`config.mk`:
```
export PLATFORM = sky130hd
export DESIGN_NAME = uart_transceiver_parity_top
export DESIGN_NICKNAME = d
export VERILOG_FILES = /design/src/rtl/uarttp_pkg.sv /design/src/rtl/uart_transceiver_parity_top.sv
export SDC_FILE = /design/constraint.sdc
export NUM_CORES = 1
export LEC_CHECK = 0
export BUFFER_PORTS_ARGS = -buffer_cell sky130_fd_sc_hd__buf_4
export CORE_MARGIN = 1
export CORE_UTILIZATION = 35
export DETAILED_ROUTE_END_ITERATION = 7
export SLEW_MARGIN = 10
export SYNTH_ARGS = -nofsm -noshare
export SYNTH_HDL_FRONTEND = slang
export SYNTH_SLANG_ARGS = --single-unit
```
`constraint.sdc`:
```
create_clock -name clock -period 6.5 [get_ports clock]
set_clock_uncertainty 0.2 [all_clocks]
set_input_delay 0.975 -clock clock [delete_from_list [all_inputs] [get_ports clock]]
set_output_delay 0.975 -clock clock [all_outputs]
set_load 0.005 [all_outputs]
```
`src/rtl/uarttp_pkg.sv`:
```
// uarttp_pkg: shared constants and types for the uart transceiver with parity
package uarttp_pkg;

   localparam int TICK_COUNTER_WIDTH = 16;
   localparam int RX_COUNT_WIDTH     = TICK_COUNTER_WIDTH + 1;
   localparam int CSR_ADDR_WIDTH     = 5;
   localparam int CSR_DATA_WIDTH     = 32;
   localparam int REQ_DATA_WIDTH     = 16;
   localparam int RSP_DATA_WIDTH     = 16;

   // register indexes
   localparam logic [2:0] REG_BIT_PERIOD      = 3'd0;
   localparam logic [2:0] REG_WORD_LEN        = 3'd1;
   localparam logic [2:0] REG_PARITY_MODE     = 3'd2;
   localparam logic [2:0] REG_TWO_STOP_BITS   = 3'd3;
   localparam logic [2:0] REG_CHECK_START_BIT = 3'd4;
   localparam logic [2:0] REG_CHECK_RX_PARITY = 3'd5;

   // parity modes
   localparam logic [1:0] PAR_NONE = 2'd0;
   localparam logic [1:0] PAR_ODD  = 2'd1;
   localparam logic [1:0] PAR_EVEN = 2'd2;

   // receive phases: data bits follow from RX_DATA0 on, parity after them
   localparam logic [3:0] RX_IDLE  = 4'd0;
   localparam logic [3:0] RX_START = 4'd1;
   localparam logic [3:0] RX_DATA0 = 4'd2;

   // transmit phase is one plus the index of the bit on the line
   localparam logic [3:0] TX_IDLE  = 4'd0;
   localparam logic [3:0] TX_START = 4'd1;

   localparam logic [TICK_COUNTER_WIDTH-1:0] BIT_PERIOD_RESET = 104;
   localparam logic [TICK_COUNTER_WIDTH-1:0] BIT_PERIOD_MIN   = 2;
   localparam logic [3:0] WORD_LEN_RESET = 4'd8;
   localparam logic [3:0] WORD_LEN_MIN   = 4'd5;
   localparam logic [3:0] WORD_LEN_MAX   = 4'd8;

   typedef struct packed {
      logic [TICK_COUNTER_WIDTH-1:0] bit_period;
      logic [3:0]                    word_len;
      logic [1:0]                    parity_mode;
      logic                          two_stop_bits;
      logic                          check_start_bit;
      logic                          check_rx_parity;
   } cfg_type;

   typedef struct packed {
      logic       rx_parity_error;
      logic [7:0] rx_data;
      logic       rx_strobe;
      logic       tx_done;
      logic       tx_busy;
      logic       tx_line;
   } result_type;

endpackage

```
`src/rtl/uart_transceiver_parity_top.sv`:
```
// uart_transceiver_parity_top: uart transmitter and receiver with optional parity
//
// Each req item is one timer tick carrying the sampled receive line and an optional
// byte to send; each accepted item yields exactly one rsp item showing the line
// state after that tick. The transmit and receive state machines and the result
// register are updated in the cycle the item is accepted, and a new item is taken
// every cycle as long as the result register is empty or being drained. Settings
// are to be written through the csr port only while no tick is in flight; the block
// does not enforce this. bit_period is in ticks per bit (values below 2 act as 2), a
// data length below 5 acts as 5 and above 8 as 8, parity mode three acts as no parity.
module uart_transceiver_parity_top (
   input  logic                                   clock,
   input  logic                                   reset,
   input  logic                                   req_tvalid,
   output logic                                   req_tready,
   // bit 0 rx_line, bit 1 send_start, bits 9:2 send_byte, rest zero
   input  logic [uarttp_pkg::REQ_DATA_WIDTH-1:0]  req_tdata,
   output logic                                   rsp_tvalid,
   input  logic                                   rsp_tready,
   // bit 0 tx_line, 1 tx_busy, 2 tx_done, 3 rx_strobe, 11:4 rx_data,
   // 12 rx_parity_error, rest zero
   output logic [uarttp_pkg::RSP_DATA_WIDTH-1:0]  rsp_tdata,
   input  logic                                   csr_psel,
   input  logic                                   csr_penable,
   input  logic                                   csr_pwrite,
   input  logic [uarttp_pkg::CSR_ADDR_WIDTH-1:0]  csr_paddr,
   input  logic [uarttp_pkg::CSR_DATA_WIDTH-1:0]  csr_pwdata,
   output logic [uarttp_pkg::CSR_DATA_WIDTH-1:0]  csr_prdata,
   output logic                                   csr_pready
);

   localparam int TW = uarttp_pkg::TICK_COUNTER_WIDTH;
   localparam int RW = uarttp_pkg::RX_COUNT_WIDTH;

   uarttp_pkg::cfg_type cfg_ff, cfg_in;

   logic          rx_prev_ff, rx_prev_in;
   logic [3:0]    rx_phase_ff, rx_phase_in;
   logic [RW-1:0] rx_count_ff, rx_count_in;
   logic [7:0]    rx_shift_ff, rx_shift_in;
   logic [7:0]    rx_hold_ff, rx_hold_in;
   logic [3:0]    tx_phase_ff, tx_phase_in;
   logic [TW-1:0] tx_count_ff, tx_count_in;
   logic [7:0]    tx_shift_ff, tx_shift_in;
   logic          tx_parity_ff, tx_parity_in;
   logic          tx_level_ff, tx_level_in;

   logic                   rsp_valid_ff, rsp_valid_in;
   uarttp_pkg::result_type rsp_data_ff, rsp_data_in;

   logic          accept;
   logic          in_line, in_start;
   logic [7:0]    in_byte;
   logic [TW-1:0] period;
   logic [3:0]    nd;
   logic          pbits;
   logic [7:0]    data_mask;
   logic [7:0]    tx_data;
   logic [3:0]    tx_total;
   logic [RW-1:0] rx_count_dec;
   logic [7:0]    rx_shifted;
   logic [3:0]    rx_align;
   logic [7:0]    rx_word;
   logic          rx_ones;
   logic          rx_bad;
   logic          tx_done, rx_strobe, rx_err;
   logic          csr_write;
   logic [2:0]    csr_index;

   assign in_line  = req_tdata[0];
   assign in_start = req_tdata[1];
   assign in_byte  = req_tdata[9:2];

   assign req_tready = !rsp_valid_ff || rsp_tready;
   assign accept     = req_tvalid && req_tready;
   assign rsp_tvalid = rsp_valid_ff;
   assign rsp_tdata  = {{(uarttp_pkg::RSP_DATA_WIDTH - $bits(rsp_data_ff)){1'b0}}, rsp_data_ff};

   // configuration port
   assign csr_pready = 1'b1;
   assign csr_index  = csr_paddr[4:2];
   assign csr_write  = csr_psel && csr_penable && csr_pwrite;

   always_comb begin
      cfg_in = cfg_ff;
      if (csr_write) begin
         case (csr_index)
            uarttp_pkg::REG_BIT_PERIOD:      cfg_in.bit_period      = csr_pwdata[TW-1:0];
            uarttp_pkg::REG_WORD_LEN:        cfg_in.word_len        = csr_pwdata[3:0];
            uarttp_pkg::REG_PARITY_MODE:     cfg_in.parity_mode     = csr_pwdata[1:0];
            uarttp_pkg::REG_TWO_STOP_BITS:   cfg_in.two_stop_bits   = csr_pwdata[0];
            uarttp_pkg::REG_CHECK_START_BIT: cfg_in.check_start_bit = csr_pwdata[0];
            uarttp_pkg::REG_CHECK_RX_PARITY: cfg_in.check_rx_parity = csr_pwdata[0];
            default: ;
         endcase
      end
   end

   always_comb begin
      csr_prdata = '0;
      case (csr_index)
         uarttp_pkg::REG_BIT_PERIOD:      csr_prdata[TW-1:0] = cfg_ff.bit_period;
         uarttp_pkg::REG_WORD_LEN:        csr_prdata[3:0]    = cfg_ff.word_len;
         uarttp_pkg::REG_PARITY_MODE:     csr_prdata[1:0]    = cfg_ff.parity_mode;
         uarttp_pkg::REG_TWO_STOP_BITS:   csr_prdata[0]      = cfg_ff.two_stop_bits;
         uarttp_pkg::REG_CHECK_START_BIT: csr_prdata[0]      = cfg_ff.check_start_bit;
         uarttp_pkg::REG_CHECK_RX_PARITY: csr_prdata[0]      = cfg_ff.check_rx_parity;
         default: ;
      endcase
   end

   // effective settings
   always_comb begin
      period = (cfg_ff.bit_period < uarttp_pkg::BIT_PERIOD_MIN) ?
               uarttp_pkg::BIT_PERIOD_MIN : cfg_ff.bit_period;
      if (cfg_ff.word_len < uarttp_pkg::WORD_LEN_MIN) begin
         nd = uarttp_pkg::WORD_LEN_MIN;
      end else if (cfg_ff.word_len > uarttp_pkg::WORD_LEN_MAX) begin
         nd = uarttp_pkg::WORD_LEN_MAX;
      end else begin
         nd = cfg_ff.word_len;
      end
      pbits = (cfg_ff.parity_mode == uarttp_pkg::PAR_ODD) ||
              (cfg_ff.parity_mode == uarttp_pkg::PAR_EVEN);
      data_mask = 8'hff >> (4'd8 - nd);
   end

   // transmit side
   always_comb begin
      tx_phase_in  = tx_phase_ff;
      tx_count_in  = tx_count_ff;
      tx_shift_in  = tx_shift_ff;
      tx_parity_in = tx_parity_ff;
      tx_level_in  = tx_level_ff;
      tx_done      = 1'b0;
      tx_data      = in_byte & data_mask;
      tx_total     = 4'd2 + nd + {3'd0, pbits} + {3'd0, cfg_ff.two_stop_bits};
      if (tx_phase_ff == uarttp_pkg::TX_IDLE) begin
         if (in_start) begin
            tx_shift_in  = tx_data;
            tx_parity_in = (^tx_data) ^ (cfg_ff.parity_mode == uarttp_pkg::PAR_ODD);
            tx_level_in  = 1'b0;
            tx_phase_in  = uarttp_pkg::TX_START;
            tx_count_in  = '0;
         end
      end else if ({1'b0, tx_count_ff} + 1'b1 >= {1'b0, period}) begin
         tx_count_in = '0;
         if (tx_phase_ff >= tx_total) begin
            tx_phase_in = uarttp_pkg::TX_IDLE;
            tx_level_in = 1'b1;
            tx_done     = 1'b1;
         end else begin
            tx_phase_in = tx_phase_ff + 4'd1;
            if (tx_phase_ff <= nd) begin
               tx_level_in = tx_shift_ff[0];
               tx_shift_in = tx_shift_ff >> 1;
            end else if (pbits && tx_phase_ff == nd + 4'd1) begin
               tx_level_in = tx_parity_ff;
            end else begin
               tx_level_in = 1'b1;
            end
         end
      end else begin
         tx_count_in = tx_count_ff + 1'b1;
      end
   end

   // receive side
   always_comb begin
      rx_phase_in  = rx_phase_ff;
      rx_count_in  = rx_count_ff;
      rx_shift_in  = rx_shift_ff;
      rx_hold_in   = rx_hold_ff;
      rx_prev_in   = in_line;
      rx_strobe    = 1'b0;
      rx_err       = 1'b0;
      rx_count_dec = (rx_count_ff != '0) ? rx_count_ff - 1'b1 : rx_count_ff;
      rx_shifted   = {in_line, rx_shift_ff[7:1]};
      rx_align     = 4'd8 - nd;
      rx_word      = rx_shift_ff >> rx_align;
      rx_ones      = (^rx_word) ^ in_line;
      rx_bad       = ((cfg_ff.parity_mode == uarttp_pkg::PAR_ODD) && !rx_ones) ||
                     ((cfg_ff.parity_mode == uarttp_pkg::PAR_EVEN) && rx_ones);
      if (rx_phase_ff == uarttp_pkg::RX_IDLE) begin
         if (rx_prev_ff && !in_line) begin
            rx_shift_in = '0;
            if (cfg_ff.check_start_bit) begin
               rx_phase_in = uarttp_pkg::RX_START;
               rx_count_in = {2'b00, period[TW-1:1]};
            end else begin
               // one and a half bits to the first data bit centre
               rx_phase_in = uarttp_pkg::RX_DATA0;
               rx_count_in = {1'b0, period} + {2'b00, period[TW-1:1]};
            end
         end
      end else begin
         rx_count_in = rx_count_dec;
         if (rx_count_dec == '0) begin
            if (rx_phase_ff == uarttp_pkg::RX_START) begin
               if (in_line) begin
                  rx_phase_in = uarttp_pkg::RX_IDLE;
               end else begin
                  rx_phase_in = uarttp_pkg::RX_DATA0;
                  rx_count_in = {1'b0, period};
               end
            end else if (rx_phase_ff < uarttp_pkg::RX_DATA0 + nd) begin
               rx_shift_in = rx_shifted;
               if ((rx_phase_ff + 4'd1 < uarttp_pkg::RX_DATA0 + nd) || pbits) begin
                  rx_phase_in = rx_phase_ff + 4'd1;
                  rx_count_in = {1'b0, period};
               end else begin
                  rx_hold_in  = rx_shifted >> rx_align;
                  rx_strobe   = 1'b1;
                  rx_phase_in = uarttp_pkg::RX_IDLE;
               end
            end else begin
               if (cfg_ff.check_rx_parity && rx_bad) begin
                  rx_err = 1'b1;
               end else begin
                  rx_hold_in = rx_word;
                  rx_strobe  = 1'b1;
               end
               rx_phase_in = uarttp_pkg::RX_IDLE;
            end
         end
      end
   end

   always_comb begin
      rsp_valid_in = rsp_valid_ff;
      rsp_data_in  = rsp_data_ff;
      if (accept) begin
         rsp_valid_in                = 1'b1;
         rsp_data_in.tx_line         = tx_level_in;
         rsp_data_in.tx_busy         = (tx_phase_in != uarttp_pkg::TX_IDLE);
         rsp_data_in.tx_done         = tx_done;
         rsp_data_in.rx_strobe       = rx_strobe;
         rsp_data_in.rx_data         = rx_hold_in;
         rsp_data_in.rx_parity_error = rx_err;
      end else if (rsp_tready) begin
         rsp_valid_in = 1'b0;
      end
   end

   always_ff @(posedge clock) begin
      if (reset) begin
         cfg_ff.bit_period      <= uarttp_pkg::BIT_PERIOD_RESET;
         cfg_ff.word_len        <= uarttp_pkg::WORD_LEN_RESET;
         cfg_ff.parity_mode     <= uarttp_pkg::PAR_NONE;
         cfg_ff.two_stop_bits   <= 1'b0;
         cfg_ff.check_start_bit <= 1'b1;
         cfg_ff.check_rx_parity <= 1'b1;
         rx_prev_ff   <= 1'b1;
         rx_phase_ff  <= uarttp_pkg::RX_IDLE;
         rx_count_ff  <= '0;
         rx_shift_ff  <= '0;
         rx_hold_ff   <= '0;
         tx_phase_ff  <= uarttp_pkg::TX_IDLE;
         tx_count_ff  <= '0;
         tx_shift_ff  <= '0;
         tx_parity_ff <= 1'b0;
         tx_level_ff  <= 1'b1;
         rsp_valid_ff <= 1'b0;
      end else begin
         cfg_ff       <= cfg_in;
         rsp_valid_ff <= rsp_valid_in;
         if (accept) begin
            rx_prev_ff   <= rx_prev_in;
            rx_phase_ff  <= rx_phase_in;
            rx_count_ff  <= rx_count_in;
            rx_shift_ff  <= rx_shift_in;
            rx_hold_ff   <= rx_hold_in;
            tx_phase_ff  <= tx_phase_in;
            tx_count_ff  <= tx_count_in;
            tx_shift_ff  <= tx_shift_in;
            tx_parity_ff <= tx_parity_in;
            tx_level_ff  <= tx_level_in;
         end
      end
   end

   always_ff @(posedge clock) begin
      rsp_data_ff <= rsp_data_in;
   end

endmodule

```
==> key figures <==
Power
  – Pwr Density: 180 nW/um2
  – Seq pwr share: 41.9%
  – Total internal power: 1.21 mW
  – Net Sw Power: 0.510 mW
  – Clock share of power: 37.4%
  – Gate power share: roughly a fifth
  – Maximum vdd drop: 105 uV
  – Sw frac: 29.7%
  – Leakage power: 3.92 nW

STA
  – Worst slew pin tran: 1.08 ns
  – Final Slew Violations: 0
  – Setup violators final: 0
  – Min cycle time layout: 4.81 ns
  – Unrepaired setup endpoints after global routing: no
  – Setup TNS Final: 0 ns
  – FMAX: 208 MHz
  – Crit share post-route: 74.0%
  – Max_slew headroom: 28.2%
  – Worst hold margin: 0.256 ns
  – Final hold violation count: 0

CTS
  – CTS max path bufs: 2
  – Post-CTS Setup Repair Bufs: 0
  – Cts-stage hold buffer count: 0
  – Root Buffer: clkbuf_16
  – CTS sink count: 107
  – PostCTS Resize Cnt: 0
  – CTS tree: yes
  – CTS H-tree lvls: 3
  – Cts bufs inserted: 9
  – Clk slew on worst S/H paths: 0.07 ns
  – Clock Latency Late Sink: around 0.36 ns

Final layout
  – Layout area overhead: 10.2%
  – Share of layout cells above drive strength 1: between 10% and 20%
  – Nets: 1242
  – Fillers: around 2500

Worst setup path
  – Arr. time, crit path: 4.84 ns
  – Crit path from: cfg_ff[7]
  – Setup slack, reg-to-reg: 1.69 ns
  – Crit Path Category: reg2reg
  – Largest stage delay on the critical path: 0.48 ns
  – Critical Path End Type: flop
  – Crit-path slowest cell: dfxtp_1
  – Crit path cell chain: and3b_1, nor2_4, inv_1, ha_1, inv_1, ha_1, clkinv_1, nor2_1, a21boi_0, o31ai_1, or3_1, and4_1, o21ai_2, o311ai_4, o32a_2, a21bo_2
  – R2R depth: 16
  – Reg2reg end: rsp_tdata[7]
  – CP startpoint kind: flop
  – R2R Path Start: cfg_ff[7]
  – CP max FO: 10
  – CP required: around 6.5 ns

Floorplan
  – Starting Density: a little over a third
  – Io pins: 111
  – Die Wd: 159 um
  – Row count: 57
  – Die area: roughly 25000 um2
  – Height of the die: 159 um
  – Core Area: 24300 um2

Placed design
  – Input/output buffers: 66
  – Final HPWL DP: 17.7 mm
  – Final GP Congestion: 0.902

Hold path
  – Number of cells on the worst hold path: 2
  – Hold Path Origin: rx_shift_ff[0]
  – Worst min-delay path class: reg2reg
  – Hold Path End: rx_shift_ff[0]

Global routing
  – Vias in the first global route: 7531
  – Routing usage on met3: under 10%
  – Met2 Track Usage GR: 31.5%
  – Grt peak-use layer: met2
  – GRT met1 Usage: approximately a quarter
  – First-pass GRT wire length: 39.1 mm
  – Remaining Overflow, GRT: 0
  – Largest net degree at the start of global routing: 82
  – Gr usage total: 18.9%
  – Initial antenna violation count: 1

Logic synthesis
  – Post-Synth XOR/XNOR Area: 5.92%
  – Yosys cell types: 89
  – Post-synth ARST share: 0%
  – Synth Instances: approximately 1100
  – Top FF cell, synth: dfxtp_1
  – Synth warn: 0
  – Simple-Gate Fraction of Synth Area: between 20% and 30%
  – Post-synthesis mux area share: 2.97%
  – Share of the synthesized area in the top cell type: 21.7%
  – Adder-cell share of the synthesized area: approximately 10%
  – Synth Cell Area: between 8000 and 9000 um2
  – Number of synthesized flops with an enable pin: 13
  – Register area share after synthesis: 26.2%
  – Synth Area in Compound Gates: 23.5%
  – #FFs+latches synth: 107
  – Largest area contributor in the netlist: dfxtp_1
  – Largest family of logic cells by synthesized area: simple AND/OR/NAND/NOR gates
  – Area contributors post-synth: dfxtp_1 22%, ha_1 9.4%, a21oi_1 5.0%
  – Avg Cell Area, Syn: roughly 7.9 um2

Status
  – Result of the run: complete, no violations

Detailed routing
  – Vias per cell: 5.52
  – DR vias: 7975
  – Average wire per standard cell: about 16 um
  – Drt first pass iters: 5
  – Post-route DRC violation count: 0
  – Drt initial violations: between 400 and 500
  – Final antenna-violating net count: 0
  – Routed WL: 23.7 mm

Run
  – Max-cap violations: 0
[how the worst max path moves through the flow]
stage / slack, ns / end
CTS: 1.70 / rsp_tdata[7]
global placement: 1.80 / rsp_tdata[7]
finish: 1.69 / rsp_tdata[7]
detailed placement: 1.73 / rsp_tdata[7]
global route: 1.24 / tx_shift_ff[4]
floorplan: 2.34 / tx_count_ff[13]
[registers in the layout (all words and copies together), names as in the netlist, 4 cells and up]
name and flops:
cfg_ff 25, rsp_tdata 13, rx_count_ff 17, rx_hold_ff 8, rx_phase_ff 4, rx_shift_ff 8, tx_count_ff 16, tx_phase_ff 4
tx_shift_ff 8
[cell usage after synthesis (4+ instances only)]
| master | instances |
|---|---|
| a211o_1 | 6 |
| dfxtp_1 | 94 |
| o211ai_1 | 7 |
| inv_1 | 48 |
| nand4_1 | 19 |
| xor2_1 | 21 |
| a31oi_1 | 9 |
| o21ai_0 | 39 |
| o31ai_1 | 9 |
| a311oi_1 | 12 |
| nor4b_1 | 5 |
| nor3_1 | 30 |
| or2_2 | 5 |
| o21a_1 | 10 |
| o22ai_1 | 13 |
| nor2_1 | 87 |
| o32ai_1 | 4 |
| a22o_1 | 8 |
| and3_1 | 12 |
| a21oi_1 | 86 |
| and2_1 | 21 |
| clkbuf_1 | 44 |
| edfxtp_1 | 13 |
| mux2_2 | 4 |
| nand3_1 | 38 |
| nand2b_1 | 21 |
| xnor2_1 | 35 |
| nand2_1 | 110 |
| a22oi_1 | 11 |
| buf_2 | 5 |
| nand4b_1 | 4 |
| a211oi_1 | 22 |
| mux2i_1 | 19 |
| or3_1 | 9 |
| nor2b_1 | 11 |
| a21o_1 | 20 |
| o21ai_1 | 8 |
| buf_6 | 9 |
| nor4_1 | 11 |
| buf_4 | 21 |
| ha_1 | 65 |
[kinds of logic after synthesis]
family,count (synthesis)
muxes,24
DFF,107
other,2
xor gates and xnor gates,57
buffers and inverters,135
adders and majority gates,67
AOI/OAI and AO/OA,301
and+or+nand+nor,406
[per-layer routing]
metal / part of all wire, % / vias to the layer above / wire length, um
met5: 0 / - / 0
met4: 2.3 / 0 / 540
met3: 4.1 / 35 / 960
met2: 47 / 188 / 11000
met1: 47 / 3763 / 11100
li1: - / 3989 / -
[critical path, delay by kind of cell, from the launching register on]
family | cells | cell delay [ns]
AO/OA/AOI/OAI | 6 | 1.48
adder cells (fa/ha/maj) | 2 | 0.60
buffers and inverters | 3 | 0.49
flip-flops | 1 | 0.48
AND/OR/NAND/NOR | 5 | 1.43
[power groups by stage]
stage | Clock [mW] | Sequential (mW) | Combinational (mW)
6_report | 0.644 | 0.720 | 0.355
3_3_place_gp | 0 | 0.735 | 0.350
2_1_floorplan | 0 | 0.722 | 0.277
4_1_cts | 0.659 | 0.719 | 0.354
5_1_grt | 0.684 | 0.724 | 0.394
3_5_place_dp | 0 | 0.735 | 0.352
[layout by cell type, fill, tap and decap left out, drive strengths merged, types with 19 or more instances in the layout]
cell    Yosys  layout
nand2     111     111
and2       21      21
nor3       30      30
ha         65      65
nand4      19      19
conb        2      20
nand2b     21      21
o21ai      48      48
a21oi      86      86
nor2       89      89
xnor2      35      35
inv        48      49
a211oi     22      22
a21o       20      20
dfxtp      94      94
xor2       21      21
buf        38      73
mux2i      19      19
nand3      39      39
[cell type report]
type,count,area [um2],area share (%)
clock inverters,6,111,1.17
multi-input cells,875,5800,60.7
flip-flops and latches,107,2270,23.8
inverters,49,184,1.93
well taps,324,405,4.24
repair buffers,73,548,5.74
clock buffers,10,229,2.40
diodes,1,2.50,0.0262
[per-stage QoR]
stage	cell area (um2)	instances	total power [mW]	setup WS (ns)	utilization (%)
CTS	9550	1444	1.73	1.70	39.3
finish	9550	1445	1.72	1.69	39.3
floorplan	8730	1117	0.999	2.34	-
global placement	9210	1428	1.09	1.80	37.9
detailed placement	9210	1428	1.09	1.73	37.9
global route	9550	1444	1.80	1.24	39.3
(Power assumes the default switching activity.)
